<file path="config.mk">
export PLATFORM = sky130hd
export DESIGN_NAME = lcg_fisher_yates_deck
export DESIGN_NICKNAME = d
export VERILOG_FILES = /design/src/sv/lfyd_pkg.sv /design/src/sv/lfyd_ctrl.sv /design/src/sv/lfyd_dpath.sv /design/src/sv/lcg_fisher_yates_deck.sv
export SDC_FILE = /design/constraint.sdc
export NUM_CORES = 2
export LEC_CHECK = 0
export BUFFER_PORTS_ARGS = -buffer_cell sky130_fd_sc_hd__buf_2
export CORE_MARGIN = 2
export CORE_UTILIZATION = 28
export CTS_CLUSTER_SIZE = 8
export DETAILED_ROUTE_END_ITERATION = 6
export PLACE_DENSITY = 0.5
export SLEW_MARGIN = 20
export SYNTH_ARGS = -nofsm -noshare
export SYNTH_HDL_FRONTEND = slang
export SYNTH_HIERARCHICAL = 1
export SYNTH_SLANG_ARGS = --single-unit
</file>
<file path="constraint.sdc">
create_clock -name clk -period 13 [get_ports clk]
set_clock_uncertainty 0.15 [all_clocks]
set_input_delay 1.3 -clock clk [delete_from_list [all_inputs] [get_ports clk]]
set_output_delay 1.3 -clock clk [all_outputs]
set_load 0.1 [all_outputs]
</file>
<file path="src/sv/lfyd_pkg.sv">
// lfyd_pkg: types, codes and constants shared by the deck store modules.
// No dependencies; compiled first.
`default_nettype none

package lfyd_pkg;

    // Largest store the design supports and the default size
    localparam int DEF_DECK_DEPTH = 256;

    // Fixed field widths
    localparam int ENTRY_W  = 8;
    localparam int REMAIN_W = 9;

    // 8-bit LCG: r' = r*73 + 19 mod 256
    localparam logic [7:0] LCG_MUL   = 8'd73;
    localparam logic [7:0] LCG_ADD   = 8'd19;
    localparam logic [7:0] RAND_SEED = 8'd42;

    typedef enum logic [1:0] {
        CMD_CLEAR   = 2'd0,
        CMD_APPEND  = 2'd1,
        CMD_SHUFFLE = 2'd2,
        CMD_DRAW    = 2'd3
    } lfyd_cmd_t;

    typedef enum logic [1:0] {
        STS_OK    = 2'd0,
        STS_EMPTY = 2'd1,
        STS_FULL  = 2'd2
    } lfyd_sts_t;

    typedef enum logic [3:0] {
        ST_IDLE,
        ST_DRAW_WAIT,
        ST_SH_RAND,
        ST_SH_DIV,
        ST_SH_RD_I,
        ST_SH_RD_J,
        ST_SH_WR_I,
        ST_SH_WR_J,
        ST_RESP
    } lfyd_state_t;

    typedef struct packed {
        logic [1:0]         cmd;
        logic [ENTRY_W-1:0] entry;
    } lfyd_in_t;

    typedef struct packed {
        logic [ENTRY_W-1:0]  drawn;
        logic [1:0]          status;
        logic [REMAIN_W-1:0] remaining;
    } lfyd_out_t;

    // Controller -> datapath commands
    typedef struct packed {
        logic accept;    // command beat taken this cycle
        logic sh_rand;   // advance LCG, load remainder unit
        logic div_step;  // one remainder bit
        logic rd_i;      // read store at i
        logic rd_j;      // read store at j, latch d[i]
        logic wr_i;      // write d[j] to i
        logic wr_j;      // write d[i] to j, step i down
        logic draw_cap;  // capture drawn entry
        logic load_out;  // move result into output register
    } lfyd_ctl_t;

    // Datapath -> controller status
    typedef struct packed {
        logic cnt_lt2;
        logic draw_empty;
        logic div_last;
        logic i_last;
        logic out_free;
    } lfyd_flags_t;

endpackage

`default_nettype wire

</file>
<file path="src/sv/lfyd_ctrl.sv">
// lfyd_ctrl: sequencing state machine for clear, append, draw and shuffle.
// Depends on lfyd_pkg; drives lfyd_dpath through lfyd_ctl_t.
`default_nettype none

module lfyd_ctrl
    import lfyd_pkg::*;
(
    input  wire logic        clk,
    input  wire logic        rst_n,
    input  wire logic        cmd_valid,
    input  wire logic [1:0]  cmd,
    input  wire lfyd_flags_t flags,
    output logic             cmd_ready,
    output lfyd_ctl_t        ctl
);

    lfyd_state_t state_reg;
    lfyd_state_t state_next;

    always_ff @(posedge clk or negedge rst_n)
    begin
        if (!rst_n)
        begin
            state_reg <= ST_IDLE;
        end
        else
        begin
            state_reg <= state_next;
        end
    end

    // next state
    always_comb
    begin
        state_next = state_reg;
        case (state_reg)
            ST_IDLE:
            begin
                if (cmd_valid)
                begin
                    case (lfyd_cmd_t'(cmd))
                        CMD_SHUFFLE: state_next = flags.cnt_lt2 ? ST_RESP : ST_SH_RAND;
                        CMD_DRAW:    state_next = flags.draw_empty ? ST_RESP : ST_DRAW_WAIT;
                        default:     state_next = ST_RESP;
                    endcase
                end
            end
            ST_DRAW_WAIT: state_next = ST_RESP;
            ST_SH_RAND:   state_next = ST_SH_DIV;
            ST_SH_DIV:
            begin
                if (flags.div_last)
                begin
                    state_next = ST_SH_RD_I;
                end
            end
            ST_SH_RD_I:   state_next = ST_SH_RD_J;
            ST_SH_RD_J:   state_next = ST_SH_WR_I;
            ST_SH_WR_I:   state_next = ST_SH_WR_J;
            ST_SH_WR_J:   state_next = flags.i_last ? ST_RESP : ST_SH_RAND;
            ST_RESP:
            begin
                if (flags.out_free)
                begin
                    state_next = ST_IDLE;
                end
            end
            default:      state_next = ST_IDLE;
        endcase
    end

    // outputs
    always_comb
    begin
        ctl       = '0;
        cmd_ready = 1'b0;
        case (state_reg)
            ST_IDLE:
            begin
                cmd_ready  = 1'b1;
                ctl.accept = cmd_valid;
            end
            ST_DRAW_WAIT: ctl.draw_cap = 1'b1;
            ST_SH_RAND:   ctl.sh_rand  = 1'b1;
            ST_SH_DIV:    ctl.div_step = 1'b1;
            ST_SH_RD_I:   ctl.rd_i     = 1'b1;
            ST_SH_RD_J:   ctl.rd_j     = 1'b1;
            ST_SH_WR_I:   ctl.wr_i     = 1'b1;
            ST_SH_WR_J:   ctl.wr_j     = 1'b1;
            ST_RESP:      ctl.load_out = flags.out_free;
            default:      ctl          = '0;
        endcase
    end

    // the divider runs only between an LCG step and the swap reads
    a_div_seq: assert property (@(posedge clk) disable iff (!rst_n)
        ctl.div_step |-> ($past(ctl.sh_rand) || $past(ctl.div_step)))
        else $error("remainder step outside shuffle sequence");

    // a result is loaded at most once per accepted command
    a_one_load: assert property (@(posedge clk) disable iff (!rst_n)
        ctl.load_out |=> !ctl.load_out)
        else $error("result loaded twice");

    // every swap ends with both writes in order
    a_swap_order: assert property (@(posedge clk) disable iff (!rst_n)
        ctl.wr_i |=> ctl.wr_j)
        else $error("swap write sequence broken");

endmodule

`default_nettype wire

</file>
<file path="src/sv/lfyd_dpath.sv">
// lfyd_dpath: deck memory, counters, LCG, remainder unit and output register.
// Depends on lfyd_pkg; sequenced by lfyd_ctrl through lfyd_ctl_t.
`default_nettype none

module lfyd_dpath
    import lfyd_pkg::*;
#(
    parameter int DECK_DEPTH = DEF_DECK_DEPTH
)
(
    input  wire logic      clk,
    input  wire logic      rst_n,
    input  wire lfyd_in_t  cmd_beat,
    input  wire lfyd_ctl_t ctl,
    output lfyd_flags_t    flags,
    output logic           rsp_valid,
    input  wire logic      rsp_ready,
    output lfyd_out_t      rsp_beat
);

    localparam int AW = $clog2(DECK_DEPTH);
    localparam int CW = $clog2(DECK_DEPTH + 1);

    // store
    logic [ENTRY_W-1:0] mem [DECK_DEPTH];
    logic               wr_en;
    logic [AW-1:0]      wr_addr;
    logic [ENTRY_W-1:0] wr_data;
    logic               rd_en;
    logic [AW-1:0]      rd_addr;
    logic [ENTRY_W-1:0] rd_data_reg;

    // control state
    logic [CW-1:0] count_reg;
    logic [CW-1:0] count_next;
    logic [CW-1:0] pos_reg;
    logic [CW-1:0] pos_next;
    logic [7:0]    rand_reg;
    logic [7:0]    rand_next;
    logic          rsp_valid_reg;
    logic          rsp_valid_next;

    // shuffle working registers
    logic [AW-1:0]      i_reg;
    logic [7:0]         quo_reg;
    logic [7:0]         rem_reg;
    logic [2:0]         dcnt_reg;
    logic [ENTRY_W-1:0] tmp_reg;

    // pending result and output register
    logic [ENTRY_W-1:0] res_drawn_reg;
    lfyd_sts_t          res_status_reg;
    lfyd_out_t          rsp_beat_reg;

    logic          deck_full;
    logic          draw_empty;
    logic          do_append;
    logic          do_draw_rd;
    logic [8:0]    divisor;
    logic [8:0]    rem_shift;
    logic [8:0]    rem_sub;

    assign deck_full  = (count_reg == CW'(DECK_DEPTH));
    assign draw_empty = (pos_reg >= count_reg);
    assign do_append  = ctl.accept && (cmd_beat.cmd == CMD_APPEND) && !deck_full;
    assign do_draw_rd = ctl.accept && (cmd_beat.cmd == CMD_DRAW) && !draw_empty;

    assign rand_next = 8'(rand_reg * LCG_MUL) + LCG_ADD;

    // restoring remainder, one bit per cycle
    assign divisor   = 9'(i_reg) + 9'd1;
    assign rem_shift = {rem_reg, quo_reg[7]};
    assign rem_sub   = rem_shift - divisor;

    assign flags.cnt_lt2    = (count_reg < CW'(2));
    assign flags.draw_empty = draw_empty;
    assign flags.div_last   = (dcnt_reg == 3'd0);
    assign flags.i_last     = (i_reg == AW'(1));
    assign flags.out_free   = !rsp_valid_reg || rsp_ready;

    // memory port select
    always_comb
    begin
        wr_en   = 1'b0;
        wr_addr = count_reg[AW-1:0];
        wr_data = cmd_beat.entry;
        if (ctl.wr_i)
        begin
            wr_en   = 1'b1;
            wr_addr = i_reg;
            wr_data = rd_data_reg;
        end
        else if (ctl.wr_j)
        begin
            wr_en   = 1'b1;
            wr_addr = rem_reg[AW-1:0];
            wr_data = tmp_reg;
        end
        else if (do_append)
        begin
            wr_en = 1'b1;
        end
    end

    always_comb
    begin
        rd_en   = do_draw_rd || ctl.rd_i || ctl.rd_j;
        rd_addr = pos_reg[AW-1:0];
        if (ctl.rd_i)
        begin
            rd_addr = i_reg;
        end
        else if (ctl.rd_j)
        begin
            rd_addr = rem_reg[AW-1:0];
        end
    end

    always_ff @(posedge clk)
    begin
        if (wr_en)
        begin
            mem[wr_addr] <= wr_data;
        end
        if (rd_en)
        begin
            rd_data_reg <= mem[rd_addr];
        end
    end

    // counters and LCG
    always_comb
    begin
        count_next = count_reg;
        pos_next   = pos_reg;
        if (ctl.accept)
        begin
            case (lfyd_cmd_t'(cmd_beat.cmd))
                CMD_CLEAR:
                begin
                    count_next = '0;
                    pos_next   = '0;
                end
                CMD_APPEND:
                begin
                    if (!deck_full)
                    begin
                        count_next = count_reg + CW'(1);
                    end
                end
                CMD_SHUFFLE: pos_next = '0;
                default:     pos_next = pos_reg;
            endcase
        end
        if (ctl.draw_cap)
        begin
            pos_next = pos_reg + CW'(1);
        end
    end

    always_comb
    begin
        rsp_valid_next = rsp_valid_reg;
        if (ctl.load_out)
        begin
            rsp_valid_next = 1'b1;
        end
        else if (rsp_ready)
        begin
            rsp_valid_next = 1'b0;
        end
    end

    always_ff @(posedge clk or negedge rst_n)
    begin
        if (!rst_n)
        begin
            count_reg     <= '0;
            pos_reg       <= '0;
            rand_reg      <= RAND_SEED;
            rsp_valid_reg <= 1'b0;
        end
        else
        begin
            count_reg     <= count_next;
            pos_reg       <= pos_next;
            rsp_valid_reg <= rsp_valid_next;
            if (ctl.sh_rand)
            begin
                rand_reg <= rand_next;
            end
        end
    end

    // shuffle registers, pending result, output payload
    always_ff @(posedge clk)
    begin
        if (ctl.accept)
        begin
            i_reg          <= AW'(count_reg - CW'(1));
            res_drawn_reg  <= '0;
            res_status_reg <= STS_OK;
            if ((cmd_beat.cmd == CMD_APPEND) && deck_full)
            begin
                res_status_reg <= STS_FULL;
            end
            if ((cmd_beat.cmd == CMD_DRAW) && draw_empty)
            begin
                res_status_reg <= STS_EMPTY;
            end
        end
        if (ctl.sh_rand)
        begin
            quo_reg  <= rand_next;
            rem_reg  <= '0;
            dcnt_reg <= 3'd7;
        end
        if (ctl.div_step)
        begin
            rem_reg  <= (rem_shift >= divisor) ? rem_sub[7:0] : rem_shift[7:0];
            quo_reg  <= {quo_reg[6:0], 1'b0};
            dcnt_reg <= dcnt_reg - 3'd1;
        end
        if (ctl.rd_j)
        begin
            tmp_reg <= rd_data_reg;
        end
        if (ctl.wr_j)
        begin
            i_reg <= i_reg - AW'(1);
        end
        if (ctl.draw_cap)
        begin
            res_drawn_reg <= rd_data_reg;
        end
        if (ctl.load_out)
        begin
            rsp_beat_reg.drawn     <= res_drawn_reg;
            rsp_beat_reg.status    <= res_status_reg;
            rsp_beat_reg.remaining <= REMAIN_W'(count_reg - pos_reg);
        end
    end

    assign rsp_valid = rsp_valid_reg;
    assign rsp_beat  = rsp_beat_reg;

    a_pos_le_cnt: assert property (@(posedge clk) disable iff (!rst_n)
        pos_reg <= count_reg)
        else $error("draw position passed entry count");

    a_cnt_le_depth: assert property (@(posedge clk) disable iff (!rst_n)
        count_reg <= CW'(DECK_DEPTH))
        else $error("entry count above store depth");

    a_j_range: assert property (@(posedge clk) disable iff (!rst_n)
        ctl.rd_j |-> (9'(rem_reg) <= 9'(i_reg)))
        else $error("swap partner above current position");

    a_no_clobber: assert property (@(posedge clk) disable iff (!rst_n)
        ctl.load_out |-> (!rsp_valid_reg || rsp_ready))
        else $error("output register overwritten before taken");

endmodule

`default_nettype wire

</file>
<file path="src/sv/lcg_fisher_yates_deck.sv">
// lcg_fisher_yates_deck: top level of the shuffled deck store.
// Depends on lfyd_pkg, lfyd_ctrl and lfyd_dpath.
//
// Deck store of up to DECK_DEPTH opaque 8-bit entries with four commands:
// clear, append, shuffle and draw. Every command beat returns one response
// beat carrying the drawn entry (zero unless a draw succeeded), a status
// (ok, empty on draw, full on append) and the count of entries not yet drawn.
// Commands are taken one at a time; cmd_ready is high only while the block
// is idle, and a finished response sits in an output register so the next
// command can be taken while it waits. From command beat to response
// register: clear and append go straight to the response state, a draw
// first passes a registered memory read (not on an empty deck), and a
// shuffle of N >= 2 entries runs N-1 swaps first (none for fewer entries). A
// result waits in the response state while the output register still holds
// a response not yet taken. Each swap takes an LCG step, the bit-per-cycle
// remainder unit over the 8-bit LCG value, then two reads and two writes on
// the single-port store. The store has no reset; clear only zeroes the entry
// count and draw position, and the LCG keeps its state.
`default_nettype none

module lcg_fisher_yates_deck
    import lfyd_pkg::*;
#(
    parameter int DECK_DEPTH = DEF_DECK_DEPTH
)
(
    input  wire logic     clk,
    input  wire logic     rst_n,
    input  wire logic     cmd_valid,
    output logic          cmd_ready,
    input  wire lfyd_in_t cmd_beat,
    output logic          rsp_valid,
    input  wire logic     rsp_ready,
    output lfyd_out_t     rsp_beat
);

    lfyd_ctl_t   ctl;
    lfyd_flags_t flags;

    // sequencer
    lfyd_ctrl u_ctrl (
        .clk       (clk),
        .rst_n     (rst_n),
        .cmd_valid (cmd_valid),
        .cmd       (cmd_beat.cmd),
        .flags     (flags),
        .cmd_ready (cmd_ready),
        .ctl       (ctl)
    );

    // store, counters, LCG, remainder unit, response register
    lfyd_dpath #(
        .DECK_DEPTH (DECK_DEPTH)
    ) u_dpath (
        .clk       (clk),
        .rst_n     (rst_n),
        .cmd_beat  (cmd_beat),
        .ctl       (ctl),
        .flags     (flags),
        .rsp_valid (rsp_valid),
        .rsp_ready (rsp_ready),
        .rsp_beat  (rsp_beat)
    );

endmodule

`default_nettype wire

</file>
==> metrics.md <==
| Metric | Value |
|---|---|
| Status | `completed` |
| Final slew viol count | `0` |
| Worst-path cell chain | `nand2_1 -> nor2_2 -> buf_4 -> mux2i_4 -> o21a_4 -> buf_12 -> buf_4 -> nand2_1 -> nand3_1 -> a21oi_1 -> nor4_1 -> o211ai_1 -> nor2_1 -> or4_1` |
| FF+latch area | `around 64000 sq um` |
| Buf/Inv on CP | `3` |
| CTS hold repair buffers | `0` |
| Post-synthesis mux area share | `0.0183` |
| Crit path largest cell delay | `between 0.9 and 1 ns` |
| Mapped cell area | `~88000 sq um` |
| Port buffer count | `34` |
| Compound-Gate Fraction of Synth Area | `0.0398` |
| FP Rows | `206` |
| Sw Share | `0.196` |
| Post-synth EDFFs | `2119` |
| Root buffer cell | `clkbuf_16` |
| Synthesis-to-finish area growth | `14.2%` |
| DR pass1 iterations | `6` |
| Filler cells | `31000` |
| Clock transition at path regs | `around 0.050 ns` |
| DIE AREA | `320000 sq um` |
| Pwr dens | `149 nW/um^2` |
| Vias | `around 57000` |
| Fraction of layout cells with a size suffix above 1 | `0.0836` |
| Worst Path Arrival | `7.37 ns` |
| Clock Sinks | `2151` |
| Drt first-iter violations | `6289` |
| Register area share after synthesis | `0.728` |
| Leakage Power | `0.0335 uW` |
| Starting Density | `0.281` |
| Die width | `around 570 um` |
| GRT overflow | `0` |
| Critical path class | `reg -> reg` |
| Clk pwr share | `0.483` |
| Primary FF master, synth | `edfxtp_1` |
| Post-layout min period | `6.70 ns` |
| Drt drc | `0` |
| Ys Warns | `6` |
| First-pass GRT wire length | `~400000 um` |
| CTS tree | `yes` |
| DP HPWL | `between 150000 and 200000 um` |
| DIE HEIGHT | `approximately 570 um` |
| Max Cap Viol | `0` |
| Async set or reset register ratio after synthesis | `0.0144` |
| Synth cell types | `73` |
| Largest family of logic cells by synthesized area | `simple AND/OR/NAND/NOR gates` |
| Initial antenna violation count | `12` |
| Internal power component | `12100 uW` |
| Synth Area in Simple Gates | `0.172` |
| Worst-path cell with the longest stage delay | `nor4_1` |
| Min-Delay Path Class | `in -> async` |
| Critical path capture point type | `flip-flop` |
| Clk buf depth | `4` |
| Max rail drop VDD | `about 0.15 mV` |
| Worst slew pin tran | `between 1 and 1.5 ns` |
| Total Routed Length | `277000 um` |
| Number of nets with antenna violations after routing | `0` |
| RSZ-0062 raised after global routing | `false` |
| Critical Path RT | `13.67 ns` |
| Post-Synth XOR/XNOR Area | `0.00406` |
| Final setup vio count | `0` |
| Resize count post-CTS | `0` |
| Clk_lat worst skew | `0.96 ns` |
| Area of the multi-input gates | `21500 sq um` |
| Final hold viol count | `0` |
| Setup repair bufs after CTS | `0` |
| Final TNS setup | `0 ns` |
| Syn Inst Count | `between 6000 and 7000` |
| Startpoint types | `flip-flop` |
| CP max FO | `about 160` |
| Cell family with most CP delay | `simple AND/OR/NAND/NOR gates` |
| Pin count of the biggest net entering global routing | `182` |
| Routability cong. | `0.835` |
| Gr usage total | `0.168` |
| Rel. slew slack | `0.171` |
| Post-DP Area | `92500 sq um` |
| Vias per Instance | `5.08` |
| Core footprint | `315000 sq um` |
| Combinational Power Share | `0.009` |
| Total power | `15000 uW` |
| Total CTS buffers | `320` |
| Num ports | `35` |
| Fin crit share | `0.516` |
| Synthesis-stage register bit count | `2151` |
| Synthesized area per cell | `12.7 sq um` |
| H-Tree Depth | `5` |
| Seq pwr share | `0.508` |
| Vias in the first global route | `~54000` |
| Synthesized Nets | `7040` |
| Max reg flops | `~2000` |
| Adder-Cell Fraction of Synth Area | `0.00642` |
| WL/cell | `24.7 um` |
| Post-route cell area | `101000 sq um` |
| Highest clock rate | `between 100 and 150 MHz` |
| Fin nets | `7073` |
| Psw | `just under 3000 uW` |
| WHS | `between 0.2 and 0.3 ns` |
[synth_stat cells (all sizes together), types with 8 or more instances]
cell type	count	share of area
a21o	13	0.0011
a21oi	369	0.021
a22oi	14	0.0012
a31oi	34	0.0025
and2	14	0.00099
and3	17	0.0012
buf	373	0.027
clkbuf	67	0.0029
dfrtp	28	0.0079
edfxtp	2119	0.72
ha	39	0.0055
inv	38	0.0016
mux2i	84	0.0097
mux4	33	0.0084
nand2	1967	0.083
nand2b	9	0.00064
nand3	1017	0.058
nand4	25	0.0018
nand4b	8	0.00079
nor2	348	0.015
nor2b	12	0.00085
nor3	15	0.00085
nor4	65	0.0048
o2111ai	9	0.00089
o211ai	20	0.0017
o21a	16	0.0014
o21ai	72	0.0045
o22ai	22	0.0016
or3	8	0.00057
or4	27	0.0023
xnor2	21	0.0021
xor2	20	0.0020
[placed cells by master (no fill, tap or decap), types with 27 or more instances in the layout]
cell type | synthesis | layout
edfxtp_1 | 2119 | 2119
nand2_1 | 1967 | 1963
nand3_1 | 1016 | 1003
a21oi_1 | 369 | 369
nor2_1 | 343 | 335
clkbuf_16 | 0 | 328
buf_4 | 87 | 99
mux2i_1 | 81 | 81
nor4_1 | 64 | 63
o21ai_0 | 62 | 53
ha_1 | 39 | 39
inv_1 | 38 | 38
buf_2 | 219 | 34
a31oi_1 | 33 | 33
mux4_2 | 33 | 33
dfrtp_1 | 28 | 28
clkbuf_1 | 66 | 27
or4_1 | 27 | 27
[area by class of cell]
type / instances / area share
antenna: 3 / 0.0000743
clock buffer: 356 / 0.0824
clock inverter: 11 / 0.00111
inverter: 38 / 0.00141
multi-input combinational: 4354 / 0.213
sequential: 2151 / 0.638
tap: 4160 / 0.0515
timing repair buffer: 151 / 0.0127
[per-layer routing]
| metal | vias up | wire [um] | track usage |
|---|---|---|---|
| met5 | - | 7 | 0 |
| met4 | 2 | 7380 | 0.0488 |
| met3 | 413 | 21200 | 0.0287 |
| met2 | 2407 | 127000 | 0.262 |
| met1 | 29000 | 121000 | 0.238 |
| li1 | 25200 | - | - |
[power by group through the flow]
| stage | clock (uW) | sequential (uW) | combinational (uW) |
|---|---|---|---|
| 2_1_floorplan | 0 | 7810 | 49.5 |
| 3_3_place_gp | 0 | 7760 | 136 |
| 3_5_place_dp | 0 | 7760 | 140 |
| 4_1_cts | 7400 | 7630 | 139 |
| 5_1_grt | 7670 | 7620 | 147 |
| 6_report | 7260 | 7630 | 137 |
[worst reg2reg max path: cells and delay by family (launching register included)]
family	cells	cell delay, ns
and+or+nand+nor	7	2.45
buffers and inverters	3	2.08
AOI/OAI and AO/OA	3	0.90
DFF	1	0.64
muxes	1	0.35
[cell families (layout without fill, tap and decap cells)]
| family | count (synthesis) | after routing |
|---|---|---|
| compound gates | 611 | 611 |
| xor+xnor | 41 | 41 |
| fa+ha+maj | 43 | 43 |
| buf+inv | 478 | 556 |
| flops | 2151 | 2151 |
| mux | 118 | 118 |
| other cells | 0 | 3 |
| simple gates | 3541 | 3541 |
[worst paths after layout]
kind                                      startpoint                      to  slack (ns)  cells after the start
setup reg to reg                 u_ctrl/state_reg[2]  u_dpath/rd_data_reg[5]        6.30                     14
setup / recovery                 u_ctrl/state_reg[2]  u_dpath/rd_data_reg[5]        6.30                     14
max in group asynchronous                      rst_n      u_dpath/pos_reg[8]       11.91                      1
hold / removal                                 rst_n     u_dpath/rand_reg[2]        0.27                      1
min in group clk           u_dpath/res_status_reg[0]     u_dpath/rsp_beat[9]        0.27                      0
hold reg to reg            u_dpath/res_status_reg[0]     u_dpath/rsp_beat[9]        0.27                      0
[stage by stage]
step / worst slack, ns / cells / util
6_report: 6.30 / 11200 / 0.321
5_1_grt: 6.17 / 11200 / 0.321
3_5_place_dp: 6.46 / 10900 / 0.294
2_1_floorplan: -0.838 / 6983 / -
4_1_cts: 6.44 / 11200 / 0.321
3_3_place_gp: 6.47 / 10900 / 0.294
No activity file was read; power rests on OpenSTA's default activity.
